<file path="config.mk">
export PLATFORM = sky130hd
export DESIGN_NAME = jrl_ctrl
export DESIGN_NICKNAME = d
export VERILOG_FILES = /design/src/hdl/jrl_pkg.sv /design/src/hdl/jrl_ctrl.sv
export SDC_FILE = /design/constraint.sdc
export NUM_CORES = 1
export LEC_CHECK = 0
export ABC_AREA = 1
export CAP_MARGIN = 0
export CORE_AREA = 5 5 42 44
export DETAILED_ROUTE_END_ITERATION = 16
export DIE_AREA = 0 0 47 49
export DONT_BUFFER_PORTS = 1
export GPL_ROUTABILITY_DRIVEN = 1
export GPL_TIMING_DRIVEN = 0
export MAX_ROUTING_LAYER = met4
export PLACE_DENSITY = 0.58
export SLEW_MARGIN = 20
export SYNTH_ARGS = -nofsm -noshare
export SYNTH_HDL_FRONTEND = slang
export SYNTH_SLANG_ARGS = --single-unit
</file>
<file path="constraint.sdc">
create_clock -name clock -period 1.7 [get_ports clock]
set_input_delay 0.255 -clock clock [delete_from_list [all_inputs] [get_ports clock]]
set_output_delay 0.255 -clock clock [all_outputs]
set_load 0.02 [all_outputs]
</file>
<file path="src/hdl/jrl_pkg.sv">
// Package: shared constants, types and helpers for the job resource ledger.
`default_nettype none
package jrl_pkg;
   localparam int Entries = 64;
   localparam int SlotW = $clog2(Entries);
   localparam int CntW = SlotW + 1;

   typedef enum logic [1:0] {
      KIND_ASSIGN  = 2'd0,
      KIND_RELEASE = 2'd1,
      KIND_DROP    = 2'd2,
      KIND_NONE    = 2'd3
   } kind_type;

   localparam logic [1:0] RES_CPU = 2'd0;
   localparam logic [1:0] RES_GPU = 2'd1;
   localparam logic [1:0] RES_MEM = 2'd2;
   localparam logic [1:0] RES_BAD = 2'd3;

   localparam logic [2:0] ST_UPDATED  = 3'd0;
   localparam logic [2:0] ST_CREATED  = 3'd1;
   localparam logic [2:0] ST_NOTFOUND = 3'd2;
   localparam logic [2:0] ST_BADRES   = 3'd3;
   localparam logic [2:0] ST_FULL     = 3'd4;
   localparam logic [2:0] ST_FREED    = 3'd5;

   typedef enum logic [3:0] {
      S_IDLE,
      S_SCAN,
      S_READ,
      S_WRITE,
      S_EMIT,
      S_DROP_RD,
      S_DROP_ACC,
      S_DROP_OUT
   } state_type;

   typedef struct packed {
      logic       load;
      logic       scan_clr;
      logic       scan_step;
      logic       rd;
      logic       wr;
      logic       drop_step;
      logic [1:0] drop_res;
      logic       emit_single;
      logic       emit_drop;
   } cmd_type;

   typedef struct packed {
      logic       scan_done;
      logic [1:0] kind;
      logic       drop_done;
      logic [2:0] drop_nz;
      logic       out_busy;
   } sts_type;

   function automatic logic [31:0] sat_add(input logic [31:0] a, input logic [31:0] b);
      logic [32:0] s;
      s = {1'b0, a} + {1'b0, b};
      sat_add = s[32] ? 32'hFFFF_FFFF : s[31:0];
   endfunction
endpackage
`default_nettype wire

</file>
<file path="src/hdl/jrl_ctrl.sv">
// Controller: sequences search, update, drop sweep and result emission.
`default_nettype none
module jrl_ctrl (
   input  wire logic             clock,
   input  wire logic             reset,
   input  wire logic             in_valid,
   output logic                  in_ready,
   input  wire jrl_pkg::sts_type sts,
   output jrl_pkg::cmd_type      cmd
);
   jrl_pkg::state_type state_ff, state_in;
   logic [1:0] dres_ff, dres_in;
   logic       pend_ff, pend_in;

   always_comb begin
      state_in = state_ff;
      dres_in = dres_ff;
      pend_in = pend_ff;
      case (state_ff)
         jrl_pkg::S_IDLE: begin
            if (in_valid && !sts.out_busy) state_in = jrl_pkg::S_SCAN;
         end
         jrl_pkg::S_SCAN: begin
            case (sts.kind)
               jrl_pkg::KIND_ASSIGN, jrl_pkg::KIND_RELEASE: begin
                  if (sts.scan_done && pend_ff) state_in = jrl_pkg::S_READ;
                  pend_in = 1'b1;
               end
               jrl_pkg::KIND_DROP: state_in = jrl_pkg::S_DROP_RD;
               default: state_in = jrl_pkg::S_IDLE;
            endcase
         end
         jrl_pkg::S_READ: begin
            pend_in = 1'b0;
            state_in = jrl_pkg::S_WRITE;
         end
         jrl_pkg::S_WRITE: state_in = jrl_pkg::S_IDLE;
         jrl_pkg::S_DROP_RD: begin
            if (sts.drop_done) state_in = jrl_pkg::S_DROP_ACC;
         end
         jrl_pkg::S_DROP_ACC: begin
            dres_in = jrl_pkg::RES_CPU;
            state_in = jrl_pkg::S_DROP_OUT;
         end
         jrl_pkg::S_DROP_OUT: begin
            if (!sts.out_busy) begin
               if (dres_ff == jrl_pkg::RES_MEM) state_in = jrl_pkg::S_IDLE;
               dres_in = dres_ff + 2'd1;
            end
         end
         default: state_in = jrl_pkg::S_IDLE;
      endcase
   end

   always_comb begin
      cmd = '0;
      in_ready = 1'b0;
      case (state_ff)
         jrl_pkg::S_IDLE: begin
            in_ready = !sts.out_busy;
            cmd.load = in_valid && !sts.out_busy;
            cmd.scan_clr = 1'b1;
         end
         jrl_pkg::S_SCAN: begin
            if (sts.kind == jrl_pkg::KIND_DROP) cmd.scan_clr = 1'b1;
            else if (pend_ff) cmd.scan_step = 1'b1;
            else cmd.scan_clr = 1'b1;
         end
         jrl_pkg::S_READ: cmd.rd = 1'b1;
         jrl_pkg::S_WRITE: begin
            cmd.wr = 1'b1;
            cmd.emit_single = 1'b1;
         end
         jrl_pkg::S_DROP_RD: cmd.drop_step = 1'b1;
         jrl_pkg::S_DROP_OUT: begin
            cmd.drop_res = dres_ff;
            cmd.emit_drop = !sts.out_busy && sts.drop_nz[dres_ff];
         end
         default: ;
      endcase
   end

   always_ff @(posedge clock) begin
      if (reset) begin
         state_ff <= jrl_pkg::S_IDLE;
         dres_ff <= 2'd0;
         pend_ff <= 1'b0;
      end else begin
         state_ff <= state_in;
         dres_ff <= dres_in;
         pend_ff <= pend_in;
      end
   end

`ifndef NO_ASSERTIONS
   a_ready_idle: assert property (@(posedge clock) disable iff (reset)
      in_ready |-> state_ff == jrl_pkg::S_IDLE)
      else $error("ready outside idle");
   a_one_emit: assert property (@(posedge clock) disable iff (reset)
      !(cmd.emit_single && cmd.emit_drop))
      else $error("double emit");
   a_wr_after_rd: assert property (@(posedge clock) disable iff (reset)
      cmd.wr |-> $past(cmd.rd))
      else $error("write without read");
`endif
endmodule
`default_nettype wire

</file>
==> flow_results.org, run 1 <==
** Die
- In this run the count of I/O pins placed on the die edge is 22.
- Number of core rows :: 14
- The initial utilization of the core area, before any placement, comes to 0.3768.
- DIE AREA :: 2303 sq um
- In this run the horizontal extent of the chip is 47 microns.
- The core region is 1401 sq um.
- Height of the die :: 49 microns

** Timing
- Minimum hold slack :: 0.08194 ns
- Clock Skew :: 0.004259 ns
- Max transition margin :: 0.7465
- After layout, the minimum clock period comes to 1.566 ns.
- Dividing the final minimum period by the clock period gives 0.9213.
- Fin. Hold Viols :: 0
- The max-slew violation total from the final report came to 0.
- Sum of negative setup slack :: 0 ns
- For the pin with the worst max-slew slack, the measured transition is 0.3789 ns.
- Setup repair after global routing left no endpoint under its margin.
- # setup viols final :: 0
- Setup slack of the critical path after layout :: 0.1338 ns
- Derived from the worst setup path, the maximum achievable clock frequency is 638.5 MHz.

** Hold path
- In this run the most critical hold path is launched from reset.
- Worst Hold Class :: input port to flop

** Cells and area
- In the final layout, flip-flops and latches occupy 120.1 sq um.
- Most common cell after layout, fill and taps aside :: sky130_fd_sc_hd__nand2_1
- Antenna fix cells :: 0
- Layout filler cell count :: 161
- Layout Cell Area excl Fill :: 585.6 sq um
- Of the cells placed in the final design, the portion with a size suffix greater than 1 is 0.1753.
- Number of nets in the final layout :: 111
- Area growth from synthesis to final layout :: 10.90%
- Summing all multi-input logic gate instances after layout gives 336.6 sq um.
- In the layout the commonest cells are 27 x sky130_fd_sc_hd__nand2_1, 15 x sky130_fd_sc_hd__inv_1, 14 x sky130_fd_sc_hd__nor2_1.
- Final Util :: 0.4179

** Place
- At the placement stage, the worst setup path has a slack of 0.2883 ns.
- Final weighted congestion in routability-driven placement :: 0.8716
- The wire-length estimate of the detail-placed layout is 989.3 microns.
- Placed cell areas :: 548.0 sq um
- Count of input and output buffers :: 0

** Routing
- In the routed layout, each cell is associated on average with a via count of 4.726.
- First-iteration detailed-routing DRC count :: 15
- Detailed-router iteration count before antenna repair :: 4
- Wires add up to 1174 microns.
- For this run, design rule violations remaining after detail routing come to 0.
- Summing over every cut layer, the via total after detailed routing is 534.
- Routed length per placed instance :: 10.39 microns
- The count of nets left with antenna violations once routing finished came out at 0.

** Power
- The share of total power dissipated in the clock network is 0.157.
- Of the total power, the share spent switching nets is 0.4893.
- In this run the static leakage power is 0.3008 nW.
- Maximum VDD drop :: 0.5860 mV
- The share of total power dissipated in combinational logic is 0.583.
- The internal power of the cells totals 398.6 uW.
- Sequential cell fraction of total power :: 0.260
- Power per cell area :: 1333 nW/um^2
- Summed over all nets, the switching power comes to 381.9 uW.

** Global route
- All-Layer GR Usage :: 0.1142
- Largest net degree at the start of global routing :: 11
- The first global-routing pass estimated 1966 microns of wire.
- Via count of the first global-routing pass :: 467
- Global routing finished with a remaining overflow of 0.
- The initial antenna violation count came to 0.

** Logic synthesis
- For this run, the register share of the synthesized area comes to 0.2275.
- After synthesis the cells add up to 528.0 sq um.
- Each instance of the synthesized netlist takes up on average 5.617 sq um.
- Counting distinct cell types in the post-synthesis netlist gives 18.
- Gate count of the mapped netlist :: 94
- Synthesis produced a netlist with a net count of 106.
- Flop and latch count out of synthesis :: 6
- For this run, the number of Yosys warnings is 0.

** Setup path
- In this run the critical register-to-register path is launched from dres_ff[0]$_SDFFE_PP0P_.
- Worst endpoint required time :: 1.44 ns
- Of all nets on the critical path, the largest fanout is 10.
- Data arrival time at the worst-slack endpoint :: 1.31 ns
- Startpoint types :: flop
- Crit path launch :: state_ff[2]$_SDFFE_PP0P_
- By startpoint and endpoint, the worst setup path is classified as flop to output pin.
- Kind of capture point of the worst setup path :: output pin

** Clock network
- Clock latency at the later pin of the worst-skew pair :: 0.23 ns
- TritonCTS Buffers :: 3
- Sink count of the clock tree :: 6
- In this run the number of H-tree levels came out at 1.
- Cell chosen for the clock root :: sky130_fd_sc_hd__clkbuf_4
- Maximum count of clock buffers along a single path :: 2
- For this design, the CTS-stage hold fixing added 0 buffers.
- TritonCTS built the clock tree.
- Clock transition at the registers of the reported paths :: 0.04 ns

** Job
- Reported max-cap violation count :: 0

** Run status
- The run finished with clean final reports.
## metrics by stage
stage | instances | power [mW]
global route | 113 | 0.8661
CTS | 113 | 0.7784
finish | 113 | 0.7805
global placement | 110 | 0.6506
detailed placement | 110 | 0.6498
floorplan | 94 | 0.5787
## logic make-up (layout without fill, tap and decap cells)
group,after synthesis,count (layout),share of synthesized area
AND/OR/NAND/NOR,58,58,0.4810
flip-flops,6,6,0.2275
AO/OA/AOI/OAI,10,10,0.1043
buffers and inverters,19,22,0.1635
adder cells (fa/ha/maj),1,1,0.02369
## synthesized netlist by cell type
| master | instances | area share |
|---|---|---|
| sky130_fd_sc_hd__nor2_1 | 18 | 0.13 |
| sky130_fd_sc_hd__a21oi_1 | 4 | 0.038 |
| sky130_fd_sc_hd__nand3_2 | 1 | 0.019 |
| sky130_fd_sc_hd__inv_2 | 1 | 0.0071 |
| sky130_fd_sc_hd__inv_1 | 15 | 0.11 |
| sky130_fd_sc_hd__ha_1 | 1 | 0.024 |
| sky130_fd_sc_hd__nand4_1 | 4 | 0.047 |
| sky130_fd_sc_hd__nor2_2 | 2 | 0.024 |
| sky130_fd_sc_hd__dfxtp_1 | 6 | 0.23 |
| sky130_fd_sc_hd__o21ai_0 | 4 | 0.038 |
| sky130_fd_sc_hd__nand4_2 | 1 | 0.024 |
| sky130_fd_sc_hd__buf_6 | 1 | 0.021 |
| sky130_fd_sc_hd__nand3_1 | 4 | 0.038 |
| sky130_fd_sc_hd__nand2_1 | 27 | 0.19 |
| sky130_fd_sc_hd__nor3_1 | 1 | 0.0095 |
| sky130_fd_sc_hd__buf_4 | 2 | 0.028 |
| sky130_fd_sc_hd__a31oi_1 | 1 | 0.012 |
| sky130_fd_sc_hd__o21ai_2 | 1 | 0.017 |
## flip-flops by register name (all words and copies together), names as in the netlist
signal / cells
state_ff: 3
pend_ff: 1
dres_ff: 2
## power groups by stage
stage                     registers, mW  clock network [mW]  logic [mW]
after global placement            0.205                   0       0.446
after global routing              0.210               0.136       0.520
final                             0.203               0.122       0.455
after CTS                         0.203               0.129       0.446
after floorplan                   0.198                   0       0.380
after detailed placement          0.205                   0       0.444
## critical path, cell delays in order (launching register included)
cell and delay, ns:
sky130_fd_sc_hd__dfxtp_1 0.30, sky130_fd_sc_hd__buf_6 0.14, sky130_fd_sc_hd__nor2_2 0.24, sky130_fd_sc_hd__nand2_1 0.16, sky130_fd_sc_hd__nor2_2 0.24
## metal layers
metal  vias to the layer above  global-route usage  share of wire
met5                         -                   -              0
met4                         0             0.04147              0
met3                         0             0.02952          0.057
met2                         8              0.1697           0.50
met1                       226              0.1457           0.45
li1                        300                   -              -
## final cells by class
type,instances,area share
inverters,16,0.1026
well taps,16,0.03419
clock buffers,3,0.03846
multi-input cells,69,0.5748
flip-flops and latches,6,0.2051
plain buffers,3,0.04487
## worst paths after layout
kind	to	cells past startpoint	slack [ns]
hold reg to reg	pend_ff$_SDFFE_PP0P_	2	0.49
setup reg to reg	state_ff[0]$_SDFFE_PP0P_	9	0.36
hold / removal	pend_ff$_SDFFE_PP0P_	1	0.08
setup / recovery	cmd[9]	4	0.13
## repair_timing
item	4_1_cts	5_1_grt
setup buffers	0	0
endpoints found under the setup margin	0	5
resized for setup	0	5
(Power assumes the default switching activity.)
==> run 2, diff against run 1 <==
--- a/config.mk
+++ b/config.mk
@@ -15,6 +15,7 @@
 export GPL_TIMING_DRIVEN = 0
 export MAX_ROUTING_LAYER = met4
 export PLACE_DENSITY = 0.58
+export RECOVER_POWER = 50
 export SLEW_MARGIN = 20
 export SYNTH_ARGS = -nofsm -noshare
 export SYNTH_HDL_FRONTEND = slang
==> run 2 against run 1 <==
Against the previous run:
- hold slack about the same
- first-iteration DRC count decreased by 20%
- routed wire length up 0.26%
- combinational power decreased by 0.9%
- maximum frequency is essentially flat
- register-to-register slack lost 0.02 ns
- cell area is 0.64% lower
- sequential power about the same
- die area did not move
- clock power hardly changed
- via count down 0.37%
- worst setup slack barely moved
- critical path type unchanged
- largest cell class unchanged
==> flow_results.org, run 2 (synthesis results as in run 1) <==
** Die
- Measured along the y axis, the die boundary spans 49 microns.
- Ports :: 22
- Initial core utilization :: 0.3768
- The die is 47 microns wide.
- The floorplan step defined a die boundary enclosing 2303 sq um.
- The floorplan has 14 rows.
- The region available for standard cell placement spans 1401 sq um.

** Global route
- The initial antenna violation count was 0.
- Entering global routing, the biggest net connects 11 pins.
- All-Layer GR Usage :: 0.1142
- The number of global-route vias before repair is 467.
- GRT overflow :: 0
- First-pass GRT wire length :: 1966 microns

** Power
- Power per cell area :: 1335 nW/um^2
- Summing internal, switching and leakage power gives 776.6 uW.
- Leak :: 0.2991 nW
- Maximum VDD drop :: 0.5857 mV

** Setup path
- The slowest stage of the critical path is the sky130_fd_sc_hd__dfxtp_1 cell.
- Startpoint types :: flop
- CP max FO :: 10
- Worst R2R Setup Slack :: 0.34 ns
- For this run, the slowest stage of the critical path takes 0.30 ns.
- Walking the worst path, the cells encountered are buf_6 > nor2_2 > nand2_1 > nor2_2.
- STA puts the critical path data arrival time at 1.31 ns.
- Data on the critical path is required at its endpoint by 1.44 ns.
- Kind of capture point of the worst setup path :: output pin
- Cell mode on critical path :: sky130_fd_sc_hd__nor2_2
- The worst setup path is of the flop to output pin kind.

** Routing
- After detailed routing, the total wire length is 1177 microns.
- Final routed DRC violation total :: 0
- Detailed-route vias per instance :: 4.708
- After the first detailed-routing iteration, the DRC count stood at 12.
- Dividing the detail-routed wire length by the instance count gives 10.42 microns.
- Antenna violation net count after detailed routing :: 0
- Total via count after detailed routing :: 532
- The first detailed-routing pass took 4 iterations.

** Timing
- At the pin with the least slew margin, the transition time is 0.3789 ns.
- The clock period could shrink to 1.566 ns.
- Setup violations remaining at the end of the flow were counted as 0.
- The total count of hold-check failures in the final report came to 0.
- Highest attainable clock frequency :: 638.5 MHz
- The max-slew violation total from the final report came to 0.
- Clock skew on the completed layout was measured at 0.004259 ns.
- Setup slack closes at 0.1337 ns.
- Of the available clock period, the critical path in the final layout requires 0.9213.
- Sum of negative setup slack :: 0 ns
- Max transition margin :: 0.7465
- Unrepaired setup endpoints after global routing :: false

** Job
- Across the run, the number of max-cap violations was 0.

** Cells and area
- Ranked by flip-flop count, first place goes to state_ff.
- Antenna fix cells :: 0
- Number of flip-flops under the largest register name :: 3
- In the final layout, the share of cells above drive strength 1 is 0.1649.
- Relative to the synthesized area, the layout overhead comes to 10.19%.
- The net count of the finished layout is 111.
- Leaving out fill and tap cells, the most frequent cells in the layout are 27 x sky130_fd_sc_hd__nand2_1, 15 x sky130_fd_sc_hd__inv_1, 14 x sky130_fd_sc_hd__nor2_1.
- The library cell used most frequently in the layout, excluding fill and tap cells, is sky130_fd_sc_hd__nand2_1.
- In the final layout, the registers with the most flip-flops are state_ff (3), dres_ff (2), pend_ff (1).
- Layout filler cell count :: 163
- Once layout is complete, the utilization of the core stands at 0.4152.

** Place
- Detailed-placement wirelength estimate :: 989.3 microns
- The count of buffers added on input and output ports is 0.
- Routability-driven placement finished with a final weighted congestion of 0.8716.
- Before CTS, the worst setup slack after placement is 0.2883 ns.

** Run status
- The flow ran to the end, and the final reports show no timing, DRC or antenna violations.

** Clock network
- Clock transition at the registers of the reported paths :: 0.04 ns
- Clock tree synthesis found a total of 6 sinks.
- Buffers inserted during post-CTS setup optimization :: 0
- TritonCTS clock tree :: yes
- Post-cts gate resize count :: 0
- The later pin in the worst-skew pair is clocked with a latency of 0.23 ns.
- Counting the buffers created by CTS gives 3.
- The clock passes through at most 2 buffers.
- In this run the number of H-tree levels came out at 1.
- The root buffer cell chosen for the clock tree is sky130_fd_sc_hd__clkbuf_4.
- Number of buffers added to fix hold violations after cts :: 0

** Hold path
- Worst Hold Class :: input port to flop
-- run 2: cell counts in the layout (fill, tap and decap cells not counted) --
Identical to the previous run, type by type.
-- run 2: final cells by class --
cell class | instances | area (sq um) | share of cell area
buffer | 3 | 26.28 | 0.04516
clock buffer | 3 | 22.52 | 0.03871
inverter | 16 | 60.06 | 0.1032
multi-input combinational | 69 | 332.8 | 0.5720
tap | 16 | 20.02 | 0.03441
sequential | 6 | 120.1 | 0.2065
-- run 2: path summary, 6_finish.rpt --
check | depth (start not counted) | startpoint | to
max | 4 | state_ff[2]$_SDFFE_PP0P_ | cmd[9]
max reg2reg | 7 | state_ff[0]$_SDFFE_PP0P_ | dres_ff[0]$_SDFFE_PP0P_
min | 1 | reset | pend_ff$_SDFFE_PP0P_
min reg2reg | 2 | pend_ff$_SDFFE_PP0P_ | pend_ff$_SDFFE_PP0P_
-- run 2: metrics by stage --
step / cell area, sq um / instances / hold WS [ns]
floorplan: 528.0 / 94 / 0.3241
global placement: 548.0 / 110 / 0.3265
finish: 581.8 / 113 / 0.08194
CTS: 570.5 / 113 / 0.07342
global route: 581.8 / 113 / 0.08061
detailed placement: 548.0 / 110 / 0.3278
-- run 2: where the power goes --
group          total [mW]  internal [mW]  switching (mW)
registers           0.203          0.176          0.0267
clock network       0.122         0.0793          0.0432
logic               0.451          0.142           0.309
total               0.777          0.398           0.379
-- run 2: critical path: cells and delay by family (launching register included) --
kind / cells / cell delay (ns)
flip-flops: 1 / 0.30
buffers and inverters: 1 / 0.14
AND/OR/NAND/NOR: 3 / 0.64
-- run 2: metal layers --
layer	vias up	track usage	wire length, microns
met1	226	0.1457	524
met5	-	-	0
li1	298	-	-
met4	0	0.04147	0
met3	0	0.02952	67
met2	8	0.1697	586
==> run 3, diff against run 2 <==
--- a/config.mk
+++ b/config.mk
@@ -6,15 +6,15 @@
 export NUM_CORES = 1
 export LEC_CHECK = 0
 export ABC_AREA = 1
+export BUFFER_PORTS_ARGS = -buffer_cell sky130_fd_sc_hd__buf_4
 export CAP_MARGIN = 0
 export CORE_AREA = 5 5 42 44
 export DETAILED_ROUTE_END_ITERATION = 16
 export DIE_AREA = 0 0 47 49
-export DONT_BUFFER_PORTS = 1
 export GPL_ROUTABILITY_DRIVEN = 1
 export GPL_TIMING_DRIVEN = 0
 export MAX_ROUTING_LAYER = met4
-export PLACE_DENSITY = 0.58
+export PLACE_DENSITY = 0.72
 export RECOVER_POWER = 50
 export SLEW_MARGIN = 20
 export SYNTH_ARGS = -nofsm -noshare
==> run 3 against run 2 <==
Against the previous run:
- routed wire length up 6.1%
- core utilization up 10 points
- combinational power up 15%
- non-clock buffer count up 21
==> flow_results.org, run 3 (synthesis results as in run 1) <==
** Run status
- Status :: complete, no violations

** Timing
- On the final layout, the worst clock skew is 0.0005260 ns.
- The total count of hold-check failures in the final report was 0.
- The max-slew violation total from the final report was 0.
- Max transition margin :: 0.7896
- Of the available clock period, the critical path in the final layout requires 0.9126.
- Setup violations remaining at the end of the flow were counted as 0.
- Unrepaired setup endpoints after global routing :: false
- Counting I/O delays and the setup requirement, the final critical path takes 1.551 ns.
- At the pin with the least slew margin, the transition time is 0.3123 ns.
- Highest attainable clock frequency :: 644.5 MHz
- Sum of negative setup slack :: 0 ns

** Setup path
- Worst R2R Setup Slack :: 0.30 ns
- Startpoint types :: flop
- The startpoint identified for the worst register-to-register timing path is state_ff[0]$_SDFFE_PP0P_.
- Worst R2R End :: dres_ff[0]$_SDFFE_PP0P_
- At the worst endpoint, the required time is 1.44 ns.
- Tracing the worst setup path back leads to its startpoint at state_ff[1]$_SDFFE_PP0P_.
- Worst Path Class, Setup :: flop to output pin
- For the worst flop-to-flop path, the logic depth is 7.
- At the worst endpoint, the arrival time is 1.30 ns.
- CP max FO :: 6
- The worst setup path is captured at an output pin.
- Setup crit end :: cmd[0]

** Clock network
- TritonCTS clock tree :: yes
- Sink count of the clock tree :: 6
- Counting along the longest clock path gives a buffer depth of 2.
- The clock reaches the later pin of the worst-skew pair after 0.24 ns.
- TritonCTS Buffers :: 3
- Once the clock tree was built, the setup fixing pass inserted 0 buffers.
- The tree is rooted in a sky130_fd_sc_hd__clkbuf_4.
- After clock tree synthesis, the clock-pin slew on the worst setup and hold paths is 0.04 ns.
- H-tree levels :: 1

** Routing
- First-iteration detailed-routing DRC count :: 14
- Antenna violation net count after detailed routing :: 0
- Detailed-router iteration count before antenna repair :: 4
- After detailed routing, the average wire length per cell comes to 9.321 microns.
- Total via count after detailed routing :: 620
- After detailed routing, the total wire length is 1249 microns.
- Using the TritonRoute via totals, the vias-per-cell ratio works out to 4.627.
- Final routed DRC violation total :: 0

** Cells and area
- Number of flip-flops under the largest register name :: 3
- Most flop-heavy register :: state_ff
- In the final layout, the share of cells above drive strength 1 is 0.2542.
- In the layout the commonest cells are 27 x sky130_fd_sc_hd__nand2_1, 21 x sky130_fd_sc_hd__buf_4, 18 x sky130_fd_sc_hd__nor2_1.
- Leaving out fill and tap cells, the most frequent cell in the layout is sky130_fd_sc_hd__nand2_1.
- Relative to the synthesized area, the layout overhead comes to 36.73%.
- Number of nets in the final layout :: 132
- In the final layout, the registers with the most flip-flops are state_ff (3), dres_ff (2), pend_ff (1).
- Layout Cell Area excl Fill :: 721.9 sq um
- Antenna fix cells :: 0

** Global route
- For this run, the total global-route usage over all layers was measured as 0.1191.
- The first global-routing pass estimated 2035 microns of wire.
- Entering global routing, the biggest net connects 11 pins.
- The initial antenna violation count came to 0.
- GRT overflow :: 0
- The number of global-route vias before repair was 543.

** Die
- The floorplan has 14 rows.
- DIE AREA :: 2303 sq um
- Ports :: 22
- The floorplan step set the die width to 47 microns.
- The floorplan step defined a core boundary enclosing 1401 sq um.
- The initial utilization of the core area, before any placement, comes to 0.3768.
- Height of the die :: 49 microns

** Job
- Reported max-cap violation count :: 0

** Place
- The count of buffers added on input and output ports is 21.
- Final weighted congestion in routability-driven placement :: 0.7771
- Summing all placed instances gives a cell area of 705.7 sq um.
- Detailed-placement wirelength estimate :: 1045 microns

** Hold path
- Worst Hold Class :: input port to flop

** Power
- Leak :: 0.3985 nW
- VDD sags by at most 0.5039 mV.
- Power per cell area :: 1177 nW/um^2
[run 3: cell count changes in the layout (fill, tap and decap cells not counted), sizes merged]
cell	previous run	this run
clkbuf	3	5
buf	3	22
[run 3: how the worst min path moves through the flow]
| stage | from | to | slack (ns) | cells after the start |
|---|---|---|---|---|
| 2_1_floorplan | reset | pend_ff$_SDFFE_PP0P_ | 0.32 | 1 |
| 3_3_place_gp | reset | pend_ff$_SDFFE_PP0P_ | 0.43 | 2 |
| 3_5_place_dp | reset | pend_ff$_SDFFE_PP0P_ | 0.43 | 2 |
| 4_1_cts | reset | pend_ff$_SDFFE_PP0P_ | 0.18 | 2 |
| 5_1_grt | reset | pend_ff$_SDFFE_PP0P_ | 0.19 | 2 |
| 6_report | reset | pend_ff$_SDFFE_PP0P_ | 0.18 | 2 |
[run 3: worst max-delay path, cell delays in order, from the launching register on]
cell and delay (ns):
sky130_fd_sc_hd__dfxtp_1 0.45, sky130_fd_sc_hd__nand2_1 0.12, sky130_fd_sc_hd__nor2_2 0.14, sky130_fd_sc_hd__nand2_1 0.09, sky130_fd_sc_hd__nor2_1 0.11, sky130_fd_sc_hd__buf_4 0.14
[run 3: layout make-up]
| type | count | area (sq um) |
|---|---|---|
| Inverter | 16 | 60.06 |
| Sequential cell | 6 | 120.1 |
| Clock buffer | 3 | 22.52 |
| Fill cell | 158 | 679.4 |
| Timing Repair Buffer | 21 | 150.1 |
| Buffer | 3 | 26.28 |
| Multi-Input combinational cell | 69 | 322.8 |
| Tap cell | 16 | 20.02 |
[run 3: repair_timing]
| item | CTS | global route |
|---|---|---|
| resized for setup | 0 | 1 |
| hold buffers | 0 | 0 |
| setup endpoints to repair | 0 | 1 |
[run 3: metrics by stage]
stage	utilization	cells	total power, mW	worst slack (ns)	hold WS [ns]
floorplan	-	94	0.5787	0.3982	0.3241
global placement	0.5036	131	0.7200	0.3752	0.4315
detailed placement	0.5036	131	0.7238	0.3667	0.4320
CTS	0.5196	134	0.8556	0.1038	0.1755
global route	0.5152	134	0.9353	0.02174	0.1856
finish	0.5152	134	0.8498	0.1485	0.1841
[run 3: routing by layer]
layer | vias up | track usage | wire [microns]
li1 | 344 | - | -
met1 | 257 | 0.1582 | 541
met2 | 19 | 0.1697 | 603
met3 | 0 | 0.02214 | 104
met4 | 0 | 0.05530 | 0
met5 | - | - | 0
[run 3: power by group]
group,internal [mW],total [mW],switching [mW]
clock network,0.0796,0.127,0.0474
registers,0.176,0.205,0.0292
logic,0.202,0.517,0.315
